==> src/sv/octnrm_pkg.sv <==
// ----------------------------------------------------------------------------
// Octahedral normal encoder package
// Widths, constants and payload types shared by the encoder modules.
// ----------------------------------------------------------------------------
`default_nettype none

package octnrm_pkg;

  localparam int IN_WIDTH  = 16;
  localparam int OUT_WIDTH = 16;

  // Magnitude of one component, L1 norm, numerator (up to 2L) and dividend.
  localparam int MAG_W = IN_WIDTH;
  localparam int L_W   = IN_WIDTH + 1;
  localparam int NUM_W = IN_WIDTH + 2;
  localparam int DVD_W = NUM_W + OUT_WIDTH;

  // Divider stages, one quotient bit each, plus the three front stages.
  localparam int DIV_STAGES = OUT_WIDTH;
  localparam int LATENCY    = 3 + DIV_STAGES;

  localparam logic [OUT_WIDTH-1:0] OUT_MAX = {OUT_WIDTH{1'b1}};
  localparam logic [OUT_WIDTH-1:0] OUT_MID = {1'b1, {(OUT_WIDTH-1){1'b0}}};

  typedef struct packed {
    logic signed [IN_WIDTH-1:0] vec_x;
    logic signed [IN_WIDTH-1:0] vec_y;
    logic signed [IN_WIDTH-1:0] vec_z;
  } in_item_t;

  typedef struct packed {
    logic [OUT_WIDTH-1:0] enc_u;
    logic [OUT_WIDTH-1:0] enc_v;
    logic                 zero_vector;
  } out_item_t;

  // Hand-off from the front end to the divider.
  typedef struct packed {
    logic             zero;
    logic [NUM_W-1:0] divisor;
    logic [DVD_W-1:0] dvd_u;
    logic [DVD_W-1:0] dvd_v;
  } front_out_t;

endpackage

`default_nettype wire

==> src/sv/octahedral_normal_encode_top.sv <==
// ----------------------------------------------------------------------------
// Octahedral normal encoder, top level
// Maps a signed 3-vector onto the octahedral square as two unsigned fractions.
// ----------------------------------------------------------------------------
// Usage:
//   A request on the in_ channel carries vec_x, vec_y and vec_z. It is taken
//   when in_valid is high and in_stall is low. The out_ channel returns one
//   request per input with enc_u, enc_v and zero_vector, taken when out_valid
//   is high and out_stall is low. An all-zero vector gives the mid code on
//   both coordinates and raises zero_vector.
//   A request passes three front stages and then one stage per quotient bit
//   of the 16-bit divider; while out_stall is low, throughput is one request per cycle.
//   The divider pipeline, one restoring step per stage, sets the latency.
//   Reset (rst_n low, synchronous) empties every stage. When the receiver
//   stalls, the pipeline keeps filling its empty stages and raises in_stall
//   only when every stage holds a request.
// ----------------------------------------------------------------------------
`default_nettype none

module octahedral_normal_encode_top (
  input  wire logic                  clk,
  input  wire logic                  rst_n,
  input  wire logic                  in_valid,
  output logic                       in_stall,
  input  wire octnrm_pkg::in_item_t  in_data,
  output logic                       out_valid,
  input  wire logic                  out_stall,
  output octnrm_pkg::out_item_t      out_data
);

  logic                   in_ready;
  logic                   fo_valid;
  logic                   fo_ready;
  octnrm_pkg::front_out_t fo_data;

  octnrm_front u_front (
    .clk      (clk),
    .rst_n    (rst_n),
    .in_valid (in_valid),
    .in_ready (in_ready),
    .in_data  (in_data),
    .fo_valid (fo_valid),
    .fo_ready (fo_ready),
    .fo_data  (fo_data)
  );

  octnrm_div u_div (
    .clk       (clk),
    .rst_n     (rst_n),
    .fo_valid  (fo_valid),
    .fo_ready  (fo_ready),
    .fo_data   (fo_data),
    .out_valid (out_valid),
    .out_stall (out_stall),
    .out_data  (out_data)
  );

  assign in_stall = !in_ready;

endmodule

`default_nettype wire

==> src/sv/octnrm_front.sv <==
// ----------------------------------------------------------------------------
// Octahedral encoder front end
// Three stages: component magnitudes, L1 norm and folded numerators, then the
// scaled and rounded dividends with the divisor 2L.
// ----------------------------------------------------------------------------
`default_nettype none

module octnrm_front (
  input  wire logic                  clk,
  input  wire logic                  rst_n,
  input  wire logic                  in_valid,
  output logic                       in_ready,
  input  wire octnrm_pkg::in_item_t  in_data,
  output logic                       fo_valid,
  input  wire logic                  fo_ready,
  output octnrm_pkg::front_out_t     fo_data
);

  localparam int IW = octnrm_pkg::IN_WIDTH;

  logic v1_r, v2_r, v3_r;
  logic rdy1, rdy2, rdy3;

  // Stage 1 registers.
  logic [octnrm_pkg::MAG_W-1:0] ax_r, ay_r, az_r;
  logic                         nx_r, ny_r, nz_r;
  // Stage 2 registers.
  logic [octnrm_pkg::L_W-1:0]   l_r;
  logic [octnrm_pkg::NUM_W-1:0] nu_r, nv_r;
  logic                         zero2_r;
  // Stage 3 registers.
  octnrm_pkg::front_out_t       fo_r;

  logic [IW-1:0] ux, uy, uz;
  logic [octnrm_pkg::MAG_W-1:0] ax_nxt, ay_nxt, az_nxt;
  logic [octnrm_pkg::L_W-1:0]   l_nxt;
  logic [octnrm_pkg::NUM_W-1:0] lw, axw, ayw, nu_nxt, nv_nxt;
  octnrm_pkg::front_out_t       fo_nxt;

  assign rdy3     = !v3_r || fo_ready;
  assign rdy2     = !v2_r || rdy3;
  assign rdy1     = !v1_r || rdy2;
  assign in_ready = rdy1;

  always_comb begin
    ux = in_data.vec_x;
    uy = in_data.vec_y;
    uz = in_data.vec_z;
    ax_nxt = ux[IW-1] ? (~ux + 1'b1) : ux;
    ay_nxt = uy[IW-1] ? (~uy + 1'b1) : uy;
    az_nxt = uz[IW-1] ? (~uz + 1'b1) : uz;
  end

  always_comb begin
    l_nxt = octnrm_pkg::L_W'(ax_r) + octnrm_pkg::L_W'(ay_r) + octnrm_pkg::L_W'(az_r);
    lw    = octnrm_pkg::NUM_W'(l_nxt);
    axw   = octnrm_pkg::NUM_W'(ax_r);
    ayw   = octnrm_pkg::NUM_W'(ay_r);
    // In the lower hemisphere the triangles fold across the diagonals.
    if (!nz_r) begin
      nu_nxt = nx_r ? (lw - axw) : (lw + axw);
      nv_nxt = ny_r ? (lw - ayw) : (lw + ayw);
    end else begin
      nu_nxt = nx_r ? ayw : ({lw[octnrm_pkg::NUM_W-2:0], 1'b0} - ayw);
      nv_nxt = ny_r ? axw : ({lw[octnrm_pkg::NUM_W-2:0], 1'b0} - axw);
    end
  end

  always_comb begin
    fo_nxt.zero    = zero2_r;
    fo_nxt.divisor = {l_r, 1'b0};
    // Adding L before dividing by 2L rounds to nearest, ties up.
    fo_nxt.dvd_u   = octnrm_pkg::DVD_W'(nu_r) * octnrm_pkg::DVD_W'(octnrm_pkg::OUT_MAX)
                   + octnrm_pkg::DVD_W'(l_r);
    fo_nxt.dvd_v   = octnrm_pkg::DVD_W'(nv_r) * octnrm_pkg::DVD_W'(octnrm_pkg::OUT_MAX)
                   + octnrm_pkg::DVD_W'(l_r);
  end

  always_ff @(posedge clk) begin
    if (!rst_n) begin
      v1_r <= 1'b0;
      v2_r <= 1'b0;
      v3_r <= 1'b0;
    end else begin
      if (rdy1) v1_r <= in_valid;
      if (rdy2) v2_r <= v1_r;
      if (rdy3) v3_r <= v2_r;
    end
  end

  always_ff @(posedge clk) begin
    if (rdy1) begin
      ax_r <= ax_nxt;
      ay_r <= ay_nxt;
      az_r <= az_nxt;
      nx_r <= ux[IW-1];
      ny_r <= uy[IW-1];
      nz_r <= uz[IW-1];
    end
    if (rdy2) begin
      l_r     <= l_nxt;
      nu_r    <= nu_nxt;
      nv_r    <= nv_nxt;
      zero2_r <= (l_nxt == '0);
    end
    if (rdy3) begin
      fo_r <= fo_nxt;
    end
  end

  assign fo_valid = v3_r;
  assign fo_data  = fo_r;

endmodule

`default_nettype wire

==> src/sv/octnrm_div.sv <==
// ----------------------------------------------------------------------------
// Octahedral encoder divider
// Pipelined restoring divider, one quotient bit per stage, two lanes (u, v)
// sharing the divisor. The last stage is the output register.
// ----------------------------------------------------------------------------
`default_nettype none

module octnrm_div (
  input  wire logic                   clk,
  input  wire logic                   rst_n,
  input  wire logic                   fo_valid,
  output logic                        fo_ready,
  input  wire octnrm_pkg::front_out_t fo_data,
  output logic                        out_valid,
  input  wire logic                   out_stall,
  output octnrm_pkg::out_item_t       out_data
);

  localparam int NS = octnrm_pkg::DIV_STAGES;
  localparam int NW = octnrm_pkg::NUM_W;
  localparam int OW = octnrm_pkg::OUT_WIDTH;

  logic          vld_r  [NS];
  logic          zero_r [NS];
  logic [NW-1:0] dvs_r  [NS];
  logic [NW-1:0] rem_r  [NS][2];
  logic [OW-1:0] qd_r   [NS][2];

  logic          rdy    [NS+1];
  logic          src_v  [NS];
  logic          src_z  [NS];
  logic [NW-1:0] src_d  [NS];
  logic [NW-1:0] rem_nxt [NS][2];
  logic [OW-1:0] qd_nxt  [NS][2];

  logic [NW-1:0] src_rem [NS][2];
  logic [OW-1:0] src_qd  [NS][2];
  logic [NW:0]   trial   [NS][2];
  logic          ge      [NS][2];

  always_comb begin
    rdy[NS] = !out_stall;
    for (int k = NS - 1; k >= 0; k--) begin
      rdy[k] = !vld_r[k] || rdy[k+1];
    end
  end

  assign fo_ready = rdy[0];

  // The quotient bits shift in from the right as the dividend bits leave.
  always_comb begin
    for (int k = 0; k < NS; k++) begin
      if (k == 0) begin
        src_v[k]      = fo_valid;
        src_z[k]      = fo_data.zero;
        src_d[k]      = fo_data.divisor;
        src_rem[k][0] = fo_data.dvd_u[octnrm_pkg::DVD_W-1:OW];
        src_qd[k][0]  = fo_data.dvd_u[OW-1:0];
        src_rem[k][1] = fo_data.dvd_v[octnrm_pkg::DVD_W-1:OW];
        src_qd[k][1]  = fo_data.dvd_v[OW-1:0];
      end else begin
        src_v[k]      = vld_r[k-1];
        src_z[k]      = zero_r[k-1];
        src_d[k]      = dvs_r[k-1];
        src_rem[k][0] = rem_r[k-1][0];
        src_qd[k][0]  = qd_r[k-1][0];
        src_rem[k][1] = rem_r[k-1][1];
        src_qd[k][1]  = qd_r[k-1][1];
      end
      for (int j = 0; j < 2; j++) begin
        trial[k][j]   = {src_rem[k][j], src_qd[k][j][OW-1]};
        ge[k][j]      = (trial[k][j] >= {1'b0, src_d[k]});
        rem_nxt[k][j] = ge[k][j] ? NW'(trial[k][j] - {1'b0, src_d[k]}) : trial[k][j][NW-1:0];
        qd_nxt[k][j]  = {src_qd[k][j][OW-2:0], ge[k][j]};
      end
    end
  end

  always_ff @(posedge clk) begin
    if (!rst_n) begin
      for (int k = 0; k < NS; k++) begin
        vld_r[k] <= 1'b0;
      end
    end else begin
      for (int k = 0; k < NS; k++) begin
        if (rdy[k]) vld_r[k] <= src_v[k];
      end
    end
  end

  always_ff @(posedge clk) begin
    for (int k = 0; k < NS; k++) begin
      if (rdy[k]) begin
        zero_r[k]   <= src_z[k];
        dvs_r[k]    <= src_d[k];
        rem_r[k][0] <= rem_nxt[k][0];
        rem_r[k][1] <= rem_nxt[k][1];
        qd_r[k][0]  <= qd_nxt[k][0];
        qd_r[k][1]  <= qd_nxt[k][1];
      end
    end
  end

  assign out_valid            = vld_r[NS-1];
  assign out_data.enc_u       = zero_r[NS-1] ? octnrm_pkg::OUT_MID : qd_r[NS-1][0];
  assign out_data.enc_v       = zero_r[NS-1] ? octnrm_pkg::OUT_MID : qd_r[NS-1][1];
  assign out_data.zero_vector = zero_r[NS-1];

endmodule

`default_nettype wire

==> config.mk <==
export PLATFORM = sky130hd
export DESIGN_NAME = octahedral_normal_encode_top
export DESIGN_NICKNAME = d
export VERILOG_FILES = /design/src/sv/octnrm_pkg.sv /design/src/sv/octahedral_normal_encode_top.sv /design/src/sv/octnrm_front.sv /design/src/sv/octnrm_div.sv
export SDC_FILE = /design/constraint.sdc
export NUM_CORES = 2
export LEC_CHECK = 0
export ABC_AREA = 0
export BUFFER_PORTS_ARGS = -buffer_cell sky130_fd_sc_hd__clkbuf_2
export CAP_MARGIN = 20
export CORE_MARGIN = 4
export CORE_UTILIZATION = 56
export CTS_CLUSTER_SIZE = 40
export DETAILED_ROUTE_END_ITERATION = 6
export PLACE_DENSITY_LB_ADDON = 0.1
export SYNTH_ARGS = -nofsm -noshare
export SYNTH_HDL_FRONTEND = slang
export SYNTH_SLANG_ARGS = --single-unit
==> constraint.sdc <==
create_clock -name clk -period 12.1 [get_ports clk]
set_input_delay 0 -clock clk [delete_from_list [all_inputs] [get_ports clk]]
set_output_delay 0 -clock clk [all_outputs]
set_load 0.03 [all_outputs]
======== Word-level counts from Yosys, hierarchy flattened ========
Memory sizes are Yosys's and may differ from the RTL's.
Cells that the tools add are included.
storage, ports and cells
  register bits ........................... 194
  bits in writable memories ............... 1,408
  bits of input ports ..................... 52
  output and inout port bits .............. 35
  memories kept ........................... 5
memory list
  memory        words  width  rd ports  clocked after memory_dff  write ports  line              source
  u_div.rem_r   16     36     15        0                         16           octnrm_div.sv:26  logic [NW-1:0] rem_r [NS][2];
  u_div.qd_r    16     32     16        0                         16           octnrm_div.sv:27  logic [OW-1:0] qd_r [NS][2];
  u_div.dvs_r   16     18     15        0                         16           octnrm_div.sv:25  logic [NW-1:0] dvs_r [NS];
  u_div.vld_r   16     1      16        0                         16           octnrm_div.sv:23  logic vld_r [NS];
  u_div.zero_r  16     1      16        0                         16           octnrm_div.sv:24  logic zero_r [NS];
operators by class
  add/subtract/negate cells ............... 45
  multipliers ............................. 2
  order comparisons ....................... 32
  multiplexer cells ....................... 124
  bitwise gates (word level) .............. 19
  reductions and logical operators ........ 41
operator list
  cell                                                                   count
  18-bit two-way mux                                                     38
  19-bit by 18-bit greater-or-equal comparator with 1-bit output         32
  18-bit subtractor                                                      32
  1-bit two-way mux                                                      81
  34-bit by 17-bit adder with 34-bit output                              2
  18-bit by 16-bit multiplier with 34-bit output, second input constant  2
  16-bit by 1-bit adder with 16-bit output, second input constant        3
  16-bit NOT                                                             3
  15-bit two-way mux                                                     3
  17-bit by 16-bit adder with 18-bit output                              2
  17-bit by 16-bit subtractor with 18-bit output                         2
  18-bit by 16-bit subtractor with 18-bit output                         2
  16-bit two-way mux                                                     2
  1-bit zero test                                                        21
  1-bit logical OR                                                       19
  16-bit by 16-bit adder with 17-bit output                              1
  17-bit by 16-bit adder with 17-bit output                              1
  17-bit zero test                                                       1
  1-bit bitwise OR                                                       16

======== Longest topological paths before layout ========
An unclocked memory read counts as a cell.
  depth in word-level cells ............... 22
  gate-level depth with buffers ........... 23

======== By module ========
A second synthesis with hierarchy kept.
unflattened totals
  cells, all modules ...................... 8,744
  area, all modules ....................... 99,964.6 sq um
modules (own cells, without submodules)
  module                        times used  cells an instance  area each (sq um)
  octnrm_div                    1           6,293              75,039.5
  octnrm_front                  1           2,450              24,921.4
  octahedral_normal_encode_top  1           1                  3.8

======== Worst setup path before layout ========
OpenSTA, ideal clock, no wires.
  path kind ............................... reg2reg
  start ................................... memory u_div.vld_r[15][0], in the netlist u_div.vld_r[1][7]
  end ..................................... register u_front.fo_r (netlist bit u_front.fo_data[0]) (enable)
  setup time .............................. 0.440 ns
  arrival ................................. 7.170 ns
  required time ........................... 11.660 ns
  path slack .............................. 4.490 ns
  stages on the path, launching flop included .. 10
  period minus slack after synthesis ...... 7.610 ns
  path through ............................ edfxtp_1 > and3_1 > inv_1 > nor2_1 > and2_1 > inv_1 > nor3_1 > and2_1 > and3_1 > inv_1
RTL lines
  what                  line                 source
  from (decl)           octnrm_div.sv:23
  to (signal assigned)  octnrm_front.sv:107  fo_r <= fo_nxt;
  to (decl)             octnrm_front.sv:32   octnrm_pkg::front_out_t fo_r;

==> impl_results.md <==
* CP Capture Type: flop
* Layout Nets at 9655
* Post-synthesis sequential area ratio at 47.86%
* Placer Congestion at 0.9245
* Worst setup SP type: flop
* Prevailing post-synth register cell: edfxtp_1
* Critical path's slowest cell: fa_1
* First-pass GRT wire length at 374300 um
* Area leader, netlist: edfxtp_1
* Critical Path AT at 7.44 ns
* CTS root buf: clkbuf_16
* Top cell by count, worst path: fa_1
* Antenna violations before repair at 5
* Worst-Skew Late Latency at 0.82 ns
* Synth Register Bits at 1533
* Count of input and output buffers at 86
* Layout area overhead at 10.07%
* Clk pin slew, worst setup/hold paths at 0.06 ns
* Area after DPL at 99210 um2
* Residual DRC at 9
* Final hold violations at 0
* R2r setup slk at 5.20 ns
* Routed wire per std cell at 23.08 um
* Routed WL at 248500 um
* TritonRoute pass-1 iters at 7
* Post-Route Utilization at 62.21%
* Share of cells above drive strength 1 at 9.085%
* Total track usage at 27.61%
* Period utilization at 57.00%
* Clk buf depth at 3
* Ys async rst share at 0%
* WS Path Type: reg -> reg
* Setup Skew at 0.05875 ns
* Most frequent cell after synthesis: edfxtp_1
* Grt total ovfl at 0
* CTS tree: yes
* Synth top area cells: edfxtp_1 (48%), ha_1 (11%), fa_1 (7.7%)
* DIE WIDTH at 422.3 um
* Final Critical Period at 6.896 ns
* Vias in the first global route at 61320
* CTS buffer count at 165
* Post-route ant nets at 0
* Synth Area in Compound Gates at 10.67%
* Post-Syn Instances at 8100
* Core Region at 170000 um2
* Cts repair resizes at 0
* Vias at 62640
* WP data required at 12.64 ns
* Relative max-transition margin at 25.19%
* RSZ-0062 raised after global routing: false
* I/O pin count at 87
* Post-synthesis xor/xnor area fraction at 4.776%
* Post-route cell area at 105800 um2
* Die area at 178300 um2
* Simple-gate share of the synthesized area at 8.577%
* Max-slew violation count at 0
* Main combinational cell family by area after synthesis: adder cells
* Sum Neg Setup Slack at 0 ns
* Hold slack at 0.08551 ns
* Status: finished with violations
* Crit path max fanout at 7
* Top-area cell type share of the netlist area at 47.78%
* Iter 0 DRT Violations at 5198
* Largest net degree at the start of global routing at 82
* Post-DP HPWL at 196700 um
* Final Setup Violations at 0
* Worst slew pin tran at 1.122 ns
* Vias per cell at 5.819
* Synth Area in Adders at 18.46%
* Max-cap violation count at 0
* Syn nets at 9348
* Synthesized area at 96100 um2
* Worst-path cell chain: fa_1 > inv_1 > fa_1 > fa_1 > inv_1 > fa_1 > fa_1 > inv_1 > fa_1 > inv_1 > ha_1 > nand4_1 > a2111oi_2 > o2111ai_1 > a21oi_1 > nor3_1 > o31ai_1 > a21oi_1 > xnor2_1
* CTS sink cnt at 1533
* Crit-path max cell delay at 0.70 ns
* Post-synth EDFFs at 1529
* Failing checks: DRC
* F_max at 0.1450 GHz
* Yosys cell types at 99
* Syn Area/Cell at 11.86 um2
* Synth Warn # at 0
* Hold Crit Class: in -> reg
* Most frequent cells after synthesis: edfxtp_1 (1529), inv_1 (1179), ha_1 (826), nor2_1 (428), a21oi_1 (411)
* H-tree Lvls at 4
* Initial core utilization at 56.52%
* Core Rows at 151
* Die H at 422.3 um
* Post-synthesis mux area share at 4.505%
==> area by class of cell <==
type	count	area, um2
clock buffers	195	4294
flip-flops and latches	1533	45990
diodes	5	12.51
clock inverters	107	1224
multi-input cells	5292	45220
fillers	13500	64260
well taps	2218	2775
repair buffers	234	1814
inverters	1181	4446
==> critical path, delay by kind of cell, from the launching register on <==
family          cells  cell delay (ns)
xor+xnor            1             0.13
fa+ha+maj           7             3.77
compound gates      5             1.51
flops               1             0.54
buf+inv             4             0.26
simple gates        2             0.40
==> state kept, by name, indices dropped and copies added, names as in the netlist <==
| register | count |
|---|---|
| u_front.ax_r | 16 |
| u_div.rem_r | 540 |
| u_front.zero2_r | 1 |
| u_front.az_r | 16 |
| u_front.nx_r | 1 |
| u_front.ny_r | 1 |
| u_front.ay_r | 16 |
| u_div.qd_r | 512 |
| u_front.v2_r | 1 |
| u_div.vld_r | 16 |
| u_front.fo_data | 86 |
| u_front.l_r | 17 |
| u_front.nu_r | 18 |
| u_div.dvs_r | 255 |
| u_front.fo_valid | 1 |
| u_div.zero_r | 16 |
| u_front.nv_r | 18 |
| u_front.nz_r | 1 |
| u_front.v1_r | 1 |
==> final timing paths <==
check / start / end / cells past startpoint
worst min-delay path: in_data[14] / u_front.az_r[14] / 3
worst min register to register: u_front.fo_data[46] / u_div.qd_r[0][29] / 0
worst max-delay path: u_front.nu_r[0] / u_front.fo_data[67] / 19
worst max register to register: u_front.nu_r[0] / u_front.fo_data[67] / 19
==> layout by cell type, fill, tap and decap left out, types with 97 or more instances in the layout <==
master	instances
clkbuf_16	167
edfxtp_1	1529
nand2b_1	97
ha_1	826
xor2_1	151
nor2_1	428
nor3_1	162
o21ai_0	294
fa_1	370
mux2_2	286
dlygate4sd3_1	99
nand3_1	106
nand2_1	357
xnor2_1	373
inv_1	1169
nor2b_1	134
a21oi_1	411
a21o_1	175
==> logic make-up (layout without fill, tap and decap cells) <==
logic type      Yosys count  in the layout
mux                     388            388
fa+ha+maj              1196           1196
simple gates           1652           1652
compound gates         1532           1532
flops                  1533           1533
other cells               0              5
buf+inv                1275           1717
xor+xnor                524            524
==> timing repair <==
action,CTS,global route
setup buffers,0,0
hold buffers,99,0
hold endpoints to repair,68,0
==> through the flow <==
| step | cells | setup slack [ns] |
|---|---|---|
| floorplan | 8100 | 4.490 |
| global placement | 10360 | 5.387 |
| detailed placement | 10360 | 5.255 |
| CTS | 10760 | 5.248 |
| global route | 10760 | 4.830 |
| finish | 10770 | 5.204 |
==> layer usage <==
| metal | track usage (%) | wire length (um) | up-vias |
|---|---|---|---|
| li1 | - | - | 29740 |
| met1 | 38.67 | 110300 | 30820 |
| met2 | 44.78 | 115900 | 1750 |
| met3 | 3.869 | 13450 | 338 |
| met4 | 8.877 | 8801 | 0 |
| met5 | 0 | 0 | - |
Power is left out: the tool's default activity adds up to more than one toggle a clock period on the data nets, which glitch-free logic cannot reach.
